File: src/rtl/hsv2rgb_pkg.sv
// ----------------------------------------------------------------------------
// HSV to RGB converter package
// Transaction payload types, sector codes, scaling constants and the hue
// decode function that the converter modules share.
// ----------------------------------------------------------------------------
package hsv2rgb_pkg;

  localparam int unsigned HueW       = 9;
  localparam int unsigned ChanW      = 8;
  localparam int unsigned RemW       = 6;
  localparam int unsigned CntW       = 4;
  localparam int unsigned TermW      = 14;
  localparam int unsigned ProdW      = TermW + ChanW;
  localparam int unsigned RecipW     = 19;
  localparam int unsigned RecipShift = 32;
  localparam int unsigned NumStages  = 5;

  localparam int unsigned SectorDeg   = 60;
  localparam int unsigned FullScale   = 255;
  localparam int unsigned SectorScale = SectorDeg * FullScale;
  localparam int unsigned SectorCount = 8;
  localparam logic [RecipW-1:0] RecipMul = RecipW'((64'd1 << RecipShift) / SectorScale);

  typedef enum logic [2:0] {
    SEC_RED_YELLOW     = 3'd0,
    SEC_YELLOW_GREEN   = 3'd1,
    SEC_GREEN_CYAN     = 3'd2,
    SEC_CYAN_BLUE      = 3'd3,
    SEC_BLUE_MAGENTA   = 3'd4,
    SEC_MAGENTA_RED    = 3'd5
  } sector_t;

  typedef struct packed {
    logic [HueW-1:0]  hue_deg;
    logic [ChanW-1:0] saturation;
    logic [ChanW-1:0] brightness;
  } hsv_in_t;

  typedef struct packed {
    logic [ChanW-1:0] red;
    logic [ChanW-1:0] green;
    logic [ChanW-1:0] blue;
  } rgb_out_t;

  typedef struct packed {
    sector_t         sector;
    logic [RemW-1:0] rem;
  } hue_split_t;

  function automatic hue_split_t hue_split(input logic [HueW-1:0] hue);
    logic [CntW-1:0] cnt;
    logic [HueW-1:0] base;
    hue_split_t      res;
    cnt  = '0;
    base = '0;
    for (int i = 1; i <= SectorCount; i++) begin
      if (hue >= HueW'(i * SectorDeg)) begin
        cnt  = CntW'(i);
        base = HueW'(i * SectorDeg);
      end
    end
    if (cnt >= CntW'(SEC_MAGENTA_RED)) begin
      res.sector = SEC_MAGENTA_RED;
    end else begin
      res.sector = sector_t'(cnt[2:0]);
    end
    res.rem = RemW'(hue - base);
    return res;
  endfunction

endpackage

File: src/rtl/hsv2rgb_cdiv.sv
// ----------------------------------------------------------------------------
// Constant divider
// Floor division by the sector scale: a registered reciprocal multiply gives
// an estimate that is exact or one low, and a compare and add after the
// register corrects it in the following stage.
// ----------------------------------------------------------------------------
module hsv2rgb_cdiv
  import hsv2rgb_pkg::*;
(
  input  logic              clk,
  input  logic              ld,
  input  logic [ProdW-1:0]  x,
  output logic [ChanW-1:0]  quo
);

  logic [ProdW-1:0]        x_r;
  logic [ChanW-1:0]        est_r;
  logic [ProdW+RecipW-1:0] scaled;
  logic [ChanW-1:0]        est_nxt;
  logic [ProdW-1:0]        resid;

  assign scaled  = (ProdW+RecipW)'(x) * (ProdW+RecipW)'(RecipMul);
  assign est_nxt = scaled[RecipShift +: ChanW];

  assign resid   = x_r - ProdW'(est_r) * ProdW'(SectorScale);

  always_ff @(posedge clk) begin
    if (ld) begin
      x_r   <= x;
      est_r <= est_nxt;
    end
  end

  assign quo = (resid >= ProdW'(SectorScale)) ? est_r + ChanW'(1) : est_r;

endmodule

File: src/rtl/hsv_to_rgb_converter_core.sv
// ----------------------------------------------------------------------------
// HSV to RGB converter core
// Each transaction carries one HSV color; the core returns one RGB color.
// The core takes one transaction per clock unless in_stall holds it off. The
// five register stages are hue decode, saturation products, brightness
// products, reciprocal divide estimate, and divide correction with channel
// select. Each stage holds its data while stalled and fills bubbles ahead of
// a stall.
// ----------------------------------------------------------------------------
module hsv_to_rgb_converter_core
  import hsv2rgb_pkg::*;
(
  input  logic     clk,
  input  logic     rst_n,
  input  logic     in_valid,
  output logic     in_stall,
  input  hsv_in_t  in_data,
  output logic     out_valid,
  input  logic     out_stall,
  output rgb_out_t out_data
);

  logic [NumStages-1:0] vld_r;
  logic [NumStages-1:0] vld_nxt;
  logic [NumStages-1:0] rdy;

  sector_t          sec1_r, sec2_r, sec3_r, sec4_r;
  logic [RemW-1:0]  rem1_r;
  logic [ChanW-1:0] sat1_r;
  logic [ChanW-1:0] val1_r, val2_r, val3_r, val4_r;
  logic [TermW-1:0] aq2_r, at2_r;
  logic [ChanW-1:0] np2_r;
  logic [ProdW-1:0] xq3_r, xt3_r;
  logic [15:0]      xp3_r;
  logic [ChanW-1:0] p4_r;
  rgb_out_t         out_r;

  hue_split_t       split1;
  logic [TermW-1:0] aq2_nxt, at2_nxt;
  logic [RemW:0]    comp;
  logic [16:0]      psum;
  logic [ChanW-1:0] q_div, t_div;
  rgb_out_t         out_nxt;

  always_comb begin
    rdy[NumStages-1] = !vld_r[NumStages-1] || !out_stall;
    for (int k = NumStages - 2; k >= 0; k--) begin
      rdy[k] = !vld_r[k] || rdy[k+1];
    end
  end

  assign in_stall = !rdy[0];

  always_comb begin
    vld_nxt = vld_r;
    if (rdy[0]) begin
      vld_nxt[0] = in_valid;
    end
    for (int k = 1; k < NumStages; k++) begin
      if (rdy[k]) begin
        vld_nxt[k] = vld_r[k-1];
      end
    end
  end

  always_ff @(posedge clk) begin
    if (!rst_n) begin
      vld_r <= '0;
    end else begin
      vld_r <= vld_nxt;
    end
  end

  assign split1  = hue_split(in_data.hue_deg);
  assign comp    = (RemW+1)'(SectorDeg) - (RemW+1)'(rem1_r);
  assign aq2_nxt = TermW'(SectorScale) - TermW'(sat1_r) * TermW'(rem1_r);
  assign at2_nxt = TermW'(SectorScale) - TermW'(sat1_r) * TermW'(comp);
  assign psum    = 17'(xp3_r) + 17'(xp3_r[15:8]) + 17'd1;

  always_ff @(posedge clk) begin
    if (rdy[0]) begin
      sec1_r <= split1.sector;
      rem1_r <= split1.rem;
      sat1_r <= in_data.saturation;
      val1_r <= in_data.brightness;
    end
    if (rdy[1]) begin
      sec2_r <= sec1_r;
      val2_r <= val1_r;
      aq2_r  <= aq2_nxt;
      at2_r  <= at2_nxt;
      np2_r  <= ~sat1_r;
    end
    if (rdy[2]) begin
      sec3_r <= sec2_r;
      val3_r <= val2_r;
      xq3_r  <= ProdW'(val2_r) * ProdW'(aq2_r);
      xt3_r  <= ProdW'(val2_r) * ProdW'(at2_r);
      xp3_r  <= 16'(val2_r) * 16'(np2_r);
    end
    if (rdy[3]) begin
      sec4_r <= sec3_r;
      val4_r <= val3_r;
      p4_r   <= psum[15:8];
    end
    if (rdy[4]) begin
      out_r  <= out_nxt;
    end
  end

  hsv2rgb_cdiv u_div_q (
    .clk  (clk),
    .ld   (rdy[3]),
    .x    (xq3_r),
    .quo  (q_div)
  );

  hsv2rgb_cdiv u_div_t (
    .clk  (clk),
    .ld   (rdy[3]),
    .x    (xt3_r),
    .quo  (t_div)
  );

  // The divider outputs are corrected in the same stage that holds the
  // stage-four brightness, p term and sector, so the select uses them directly.
  rgb_out_t sel_nxt;
  logic [ChanW-1:0] q_sel, t_sel;

  assign q_sel = q_div;
  assign t_sel = t_div;

  always_comb begin
    case (sec4_r)
      SEC_RED_YELLOW:   sel_nxt = '{red: val4_r, green: t_sel,  blue: p4_r};
      SEC_YELLOW_GREEN: sel_nxt = '{red: q_sel,  green: val4_r, blue: p4_r};
      SEC_GREEN_CYAN:   sel_nxt = '{red: p4_r,   green: val4_r, blue: t_sel};
      SEC_CYAN_BLUE:    sel_nxt = '{red: p4_r,   green: q_sel,  blue: val4_r};
      SEC_BLUE_MAGENTA: sel_nxt = '{red: t_sel,  green: p4_r,   blue: val4_r};
      default:          sel_nxt = '{red: val4_r, green: p4_r,   blue: q_sel};
    endcase
  end

  assign out_nxt   = sel_nxt;
  assign out_valid = vld_r[NumStages-1];
  assign out_data  = out_r;

endmodule

File: config.mk
export PLATFORM = sky130hd
export DESIGN_NAME = hsv_to_rgb_converter_core
export DESIGN_NICKNAME = d
export VERILOG_FILES = /design/src/rtl/hsv2rgb_pkg.sv /design/src/rtl/hsv2rgb_cdiv.sv /design/src/rtl/hsv_to_rgb_converter_core.sv
export SDC_FILE = /design/constraint.sdc
export NUM_CORES = 2
export LEC_CHECK = 0
export BUFFER_PORTS_ARGS = -buffer_cell sky130_fd_sc_hd__buf_2
export CORE_MARGIN = 2
export CORE_UTILIZATION = 50
export CTS_CLUSTER_DIAMETER = 100
export DETAILED_ROUTE_END_ITERATION = 6
export GPL_TIMING_DRIVEN = 0
export PLACE_DENSITY_LB_ADDON = 0.2
export SLEW_MARGIN = 20
export SYNTH_ARGS = -nofsm -noshare
export SYNTH_HDL_FRONTEND = slang
export SYNTH_SLANG_ARGS = --single-unit
File: constraint.sdc
create_clock -name clk -period 7 [get_ports clk]
set_input_delay 1.4 -clock clk [delete_from_list [all_inputs] [get_ports clk]]
set_output_delay 1.4 -clock clk [all_outputs]
set_load 0.02 [all_outputs]
Yosys cells after proc, flatten, opt, wreduce, memory -nomap -nowiden:

Cells that the tools add are included.

* flip-flop bits (word level): 251
* input bits: 29
* output and inout port bits: 26
* word-level logic and storage cells: 96

* add/subtract/negate cells: 10
* multipliers: 9
* order comparisons: 11
* equality and inequality tests: 4
* multiplexer cells: 19
* bitwise logic cells: 1
* reductions and logical operators: 13

Operators by type and width (count)
* $pmux W24 S5: 1
* $mul A22 B17 Y38 const B: 2
* $mux W6: 8
* $ge A22 B14 Y1 const B: 2
* $mul A8 B14 Y22: 2
* $sub A22 B22 Y22: 2
* $mul A8 B12 Y20 const B: 2
* $ge A9 B9 Y1 const B: 4
* $mux W4: 7
* $sub A14 B14 Y14 const A: 2
* $ge A9 B8 Y1 const B: 2
* $add A16 B1 Y16 const B: 1
* $add A16 B8 Y16: 1
* $add A8 B1 Y8 const B: 2
* $mul A8 B8 Y16: 1
* $mux W8: 2
* $mul A8 B6 Y14: 1
* $mul A8 B7 Y14: 1
* $ge A9 B6 Y1 const B: 1
* $ge A9 B7 Y1 const B: 1
* $not A8 Y8: 1
* $logic_not A1 Y1: 7
* $sub A6 B6 Y7 const A: 1
* $eq A3 B2 Y1 const B: 2
* 7 further kinds: 11

Longest topological paths before layout:

* depth in word-level cells: 10
* depth in mapped cells: 31
* gate-level depth less buffers: 31

By module:

From an unflattened synthesis, not the netlist that was laid out.

* cells, all modules: 3590
* area total of the unflattened synthesis: 35539.1 µm²

Modules (own cells, without submodules)
* hsv_to_rgb_converter_core: times used 1, cells each 1966, area an instance 19899.1 µm², sequential area each 5625.4 µm²
* hsv2rgb_cdiv: times used 2, cells each 812, area an instance 7820.0 µm², sequential area each 840.8 µm²

Worst setup path before layout:

Ideal clock, no wire load.

* kind: register to register
* from: register u_div_t.est_r[5]
* to: register out_r (netlist bit out_data[9]), data pin
* library setup time: 261 ps
* data arrival time: 6529 ps
* required time: 6739 ps
* path slack: 210 ps
* stages on the path, launching flop included: 27
* path buffers: 0
* clock period less this slack: 6790 ps
* cells stage by stage: edfxtp_1 -> fa_1 -> inv_1 -> fa_1 -> inv_1 -> fa_1 -> fa_1 -> ha_1 -> o21ai_0 -> a21boi_0 -> o21ai_0 -> nand2b_1 -> a21o_1 -> a21oi_1 -> o21ai_0 -> xnor2_1 -> ha_1 -> nand2b_1 -> o22ai_1 -> nand4b_1 -> a211oi_1 -> o211ai_1 -> a2111oi_4 -> nand3_2 -> mux2i_1 -> mux2_1 -> a221o_1

RTL lines
* from (decl): RTL line hsv2rgb_cdiv.sv:17 `logic [ChanW-1:0] est_r;`
* from (signal assigned): RTL line hsv2rgb_cdiv.sv:30 `est_r <= est_nxt;`
* to (signal assigned): RTL line hsv_to_rgb_converter_core.sv:107 `out_r <= out_nxt;`
* to (decl): RTL line hsv_to_rgb_converter_core.sv:36 `rgb_out_t out_r;`

==> summary.md <==
| Metric | Value |
|---|---|
| Initial antenna violation count | 5 |
| Core area | 0.0686 sq mm |
| Die width | 267 microns |
| Tot GR Track Use | 21.0% |
| Commonest cells after routing, fill and taps aside | inv_1 (750), ha_1 (596), fa_1 (406) |
| # DRC | 0 |
| Clk_skew | 14.7 ps |
| Hold Fails Final Rpt | 0 |
| Total Routed Length | 71.7 mm |
| H-tree levels | 1 |
| Area growth syn-to-layout | 10.2% |
| CP Max Fanout | 5 |
| Clock sink total | 245 |
| CTS Buffer Depth | 3 |
| Hold WC Path Type | flop to flop |
| Final setup vio count | 0 |
| CTS Hold Bufs | 0 |
| Crit-path max cell delay | 530 ps |
| RSZ-0062 raised after global routing | true |
| Max Fclk | 144 MHz |
| Startpoint Class | flop |
| Slew @ Worst Pin | 845 ps |
| Drt initial violations | 1202 |
| R2R Path Start | u_div_t.est_r[5] |
| Die height | 267 microns |
| Crit path required time | 7340 ps |
| Dpl cell area | 0.0361 sq mm |
| Unique masters post-synth | 88 |
| Rel. slew slack | 43.7% |
| Die area | 0.0713 sq mm |
| Max-Cap Viols | 0 |
| Slew Viols, Final | 0 |
| Final worst path period need | 6940 ps |
| CP Capture Type | flop |
| CTS buffer count | 31 |
| Most used cell, CP | fa_1 |
| Worst reg2reg setup slack | 60 ps |
| Pin count of the biggest net entering global routing | 61 |
| TritonRoute pass-1 iters | 5 |
| Yosys warns | 0 |
| Syn_area_per_cell | 10.0 sq um |
| Mapped Nets | 4509 |
| Crit path arrival time | 7280 ps |
| CTS tree | yes |
| Hold Crit Depth | 0 |
| Number of global-route vias before repair | 23800 |
| Reg clk slew, reported paths | 60 ps |
| Seq/Total Area, Yosys | 21.1% |
| Synth Cell Area | 0.0346 sq mm |
| Nets@finish | 4646 |
| Layout fillers | 6083 |
| Asr flop ratio synth | 0% |
| Most common cell after layout, fill and taps aside | inv_1 |
| Reg2reg end | out_data[9] |
| EDFF count, synth | 240 |
| Clock root buffer | clkbuf_16 |
| Flops & latches, synth | 245 |
| Drt wl/cell | 15.8 microns |
| Delay-heaviest family, CP | adder cells |
| Worst skew pair latency | 610 ps |
| Row Count | 96 |
| Overflow after GRT | 0 |
| Starting density of the core | 50.5% |
| Period Utilization, post-route | 99.1% |
| Port bufs | 51 |
| CP max stage cell | fa_1 |
| Antenna Violating Nets Remaining | 0 |
| Total number of vias | 23500 |
| DR vias/cell | 5.16 |
| Final GP Congestion | 0.888 |
| Finished Cell Area | 0.0381 sq mm |
| IO Pins | 55 |
| Worst Hold End | sec4_r[1] |
| Outcome | completed |
| Layout cell share with drive strength beyond 1 | 7.44% |
| Worst hold path startpoint | sec3_r[1] |
| Top_reg_cell synth | edfxtp_1 |
| Syn Inst Count | 3456 |
| Estimated wirelength of the detail-placed design | 57.5 mm |
| Global-route wire length before repair | 120 mm |
| Worst reg2reg path depth | 28 |
| WS Path Type | flop to flop |
| CP Buf/Inv Count | 6 |
-- cells in the mapped netlist, drive strengths merged (4+ instances only) --
| master | instances | area [sq um] |
|---|---|---|
| and3 | 11 | 68.8 |
| xor2 | 49 | 437 |
| o211ai | 12 | 95.1 |
| nor3 | 31 | 155 |
| and2 | 205 | 1280 |
| mux2 | 4 | 45.0 |
| edfxtp | 240 | 7210 |
| or3 | 10 | 62.6 |
| o22ai | 13 | 81.3 |
| buf | 12 | 100 |
| nand2 | 271 | 1020 |
| a31oi | 17 | 128 |
| nor2b | 20 | 125 |
| a221o | 5 | 50.1 |
| or2 | 7 | 43.8 |
| xnor2 | 110 | 963 |
| mux2i | 7 | 73.8 |
| nand2b | 24 | 150 |
| a21o | 54 | 405 |
| a21boi | 15 | 113 |
| dfxtp | 5 | 100 |
| o21bai | 7 | 52.6 |
| ha | 614 | 7680 |
| fa | 410 | 8210 |
| a211oi | 21 | 180 |
| inv | 757 | 2840 |
| o31ai | 4 | 57.6 |
| nor2 | 94 | 353 |
| nand3 | 39 | 200 |
| clkbuf | 49 | 184 |
| nand4 | 18 | 119 |
| o21ai | 99 | 495 |
| o2111ai | 6 | 52.6 |
| o21a | 23 | 173 |
| a2111oi | 5 | 87.6 |
| a211o | 6 | 53.8 |
| nor4 | 5 | 37.5 |
| a21oi | 131 | 663 |
-- timing repair --
action / CTS / global route
resized for setup: 36 / 61
gates cloned: 0 / 0
buffers inserted: 30 / 21
endpoints found under the setup margin: 24 / 24
pin swaps: 24 / 53
-- worst max path at each step --
stage | from | to | slack [ps] | cells past startpoint
after floorplan | u_div_t.est_r[5] | out_data[9] | 210 | 26
after global placement | u_div_q.est_r[5] | out_data[11] | -810 | 26
after detailed placement | u_div_q.est_r[5] | out_data[11] | -810 | 26
final | u_div_t.est_r[5] | out_data[9] | 60 | 28
after CTS | u_div_t.est_r[7] | out_data[9] | 20 | 27
after global routing | u_div_t.est_r[5] | out_data[9] | -240 | 28
-- layer usage --
metal	share of wire (%)	wire, microns	global-route usage [%]
met1	46	33200	29.3
met3	4.6	3310	3.04
met5	0.028	20	0
met2	47	33500	34.9
met4	2.3	1630	4.56
-- state kept, by name, summed over array words and instances (netlist names), 13 cells and up --
name         cells
xp3_r           16
at2_r           13
xq3_r           22
out_data        24
xt3_r           21
u_div_t.x_r     20
u_div_q.x_r     20
aq2_r           14
-- logic make-up after synthesis --
family / share of synthesized area [%]
xor gates and xnor gates: 4.05
AOI/OAI and AO/OA: 8.74
buffers and inverters: 9.03
muxes: 0.343
adders and majority gates: 45.9
DFF: 21.1
and+or+nand+nor: 10.8
-- metrics by stage --
stage | hold WS, ps | worst slack [ps] | setup TNS [ps] | util, % | std cells
3_3_place_gp | 403 | -805 | -12220 | 52.5 | 4438
5_1_grt | 421 | -240 | -1540 | 55.6 | 4548
2_1_floorplan | 400 | 210 | 0 | - | 3456
3_5_place_dp | 405 | -806 | -12300 | 52.7 | 4441
6_report | 408 | 63.8 | 0 | 55.6 | 4551
4_1_cts | 414 | 16.3 | 0 | 54.8 | 4527
-- layout make-up --
| cell class | instances | area, sq um | share of cell area [%] |
|---|---|---|---|
| Multi-Input combinational cell | 2393 | 24700 | 64.8 |
| Sequential cell | 245 | 7310 | 19.2 |
| Inverter | 757 | 2850 | 7.47 |
| Tap cell | 931 | 1160 | 3.06 |
| Clock buffer | 36 | 795 | 2.08 |
| Timing Repair Buffer | 105 | 728 | 1.91 |
| Clock inverter | 21 | 302 | 0.791 |
| Buffer | 60 | 280 | 0.735 |
| Antenna cell | 3 | 7.51 | 0.0197 |
Power is left out: the tool's default activity adds up to more than one toggle a clock period on the data nets, which glitch-free logic cannot reach.
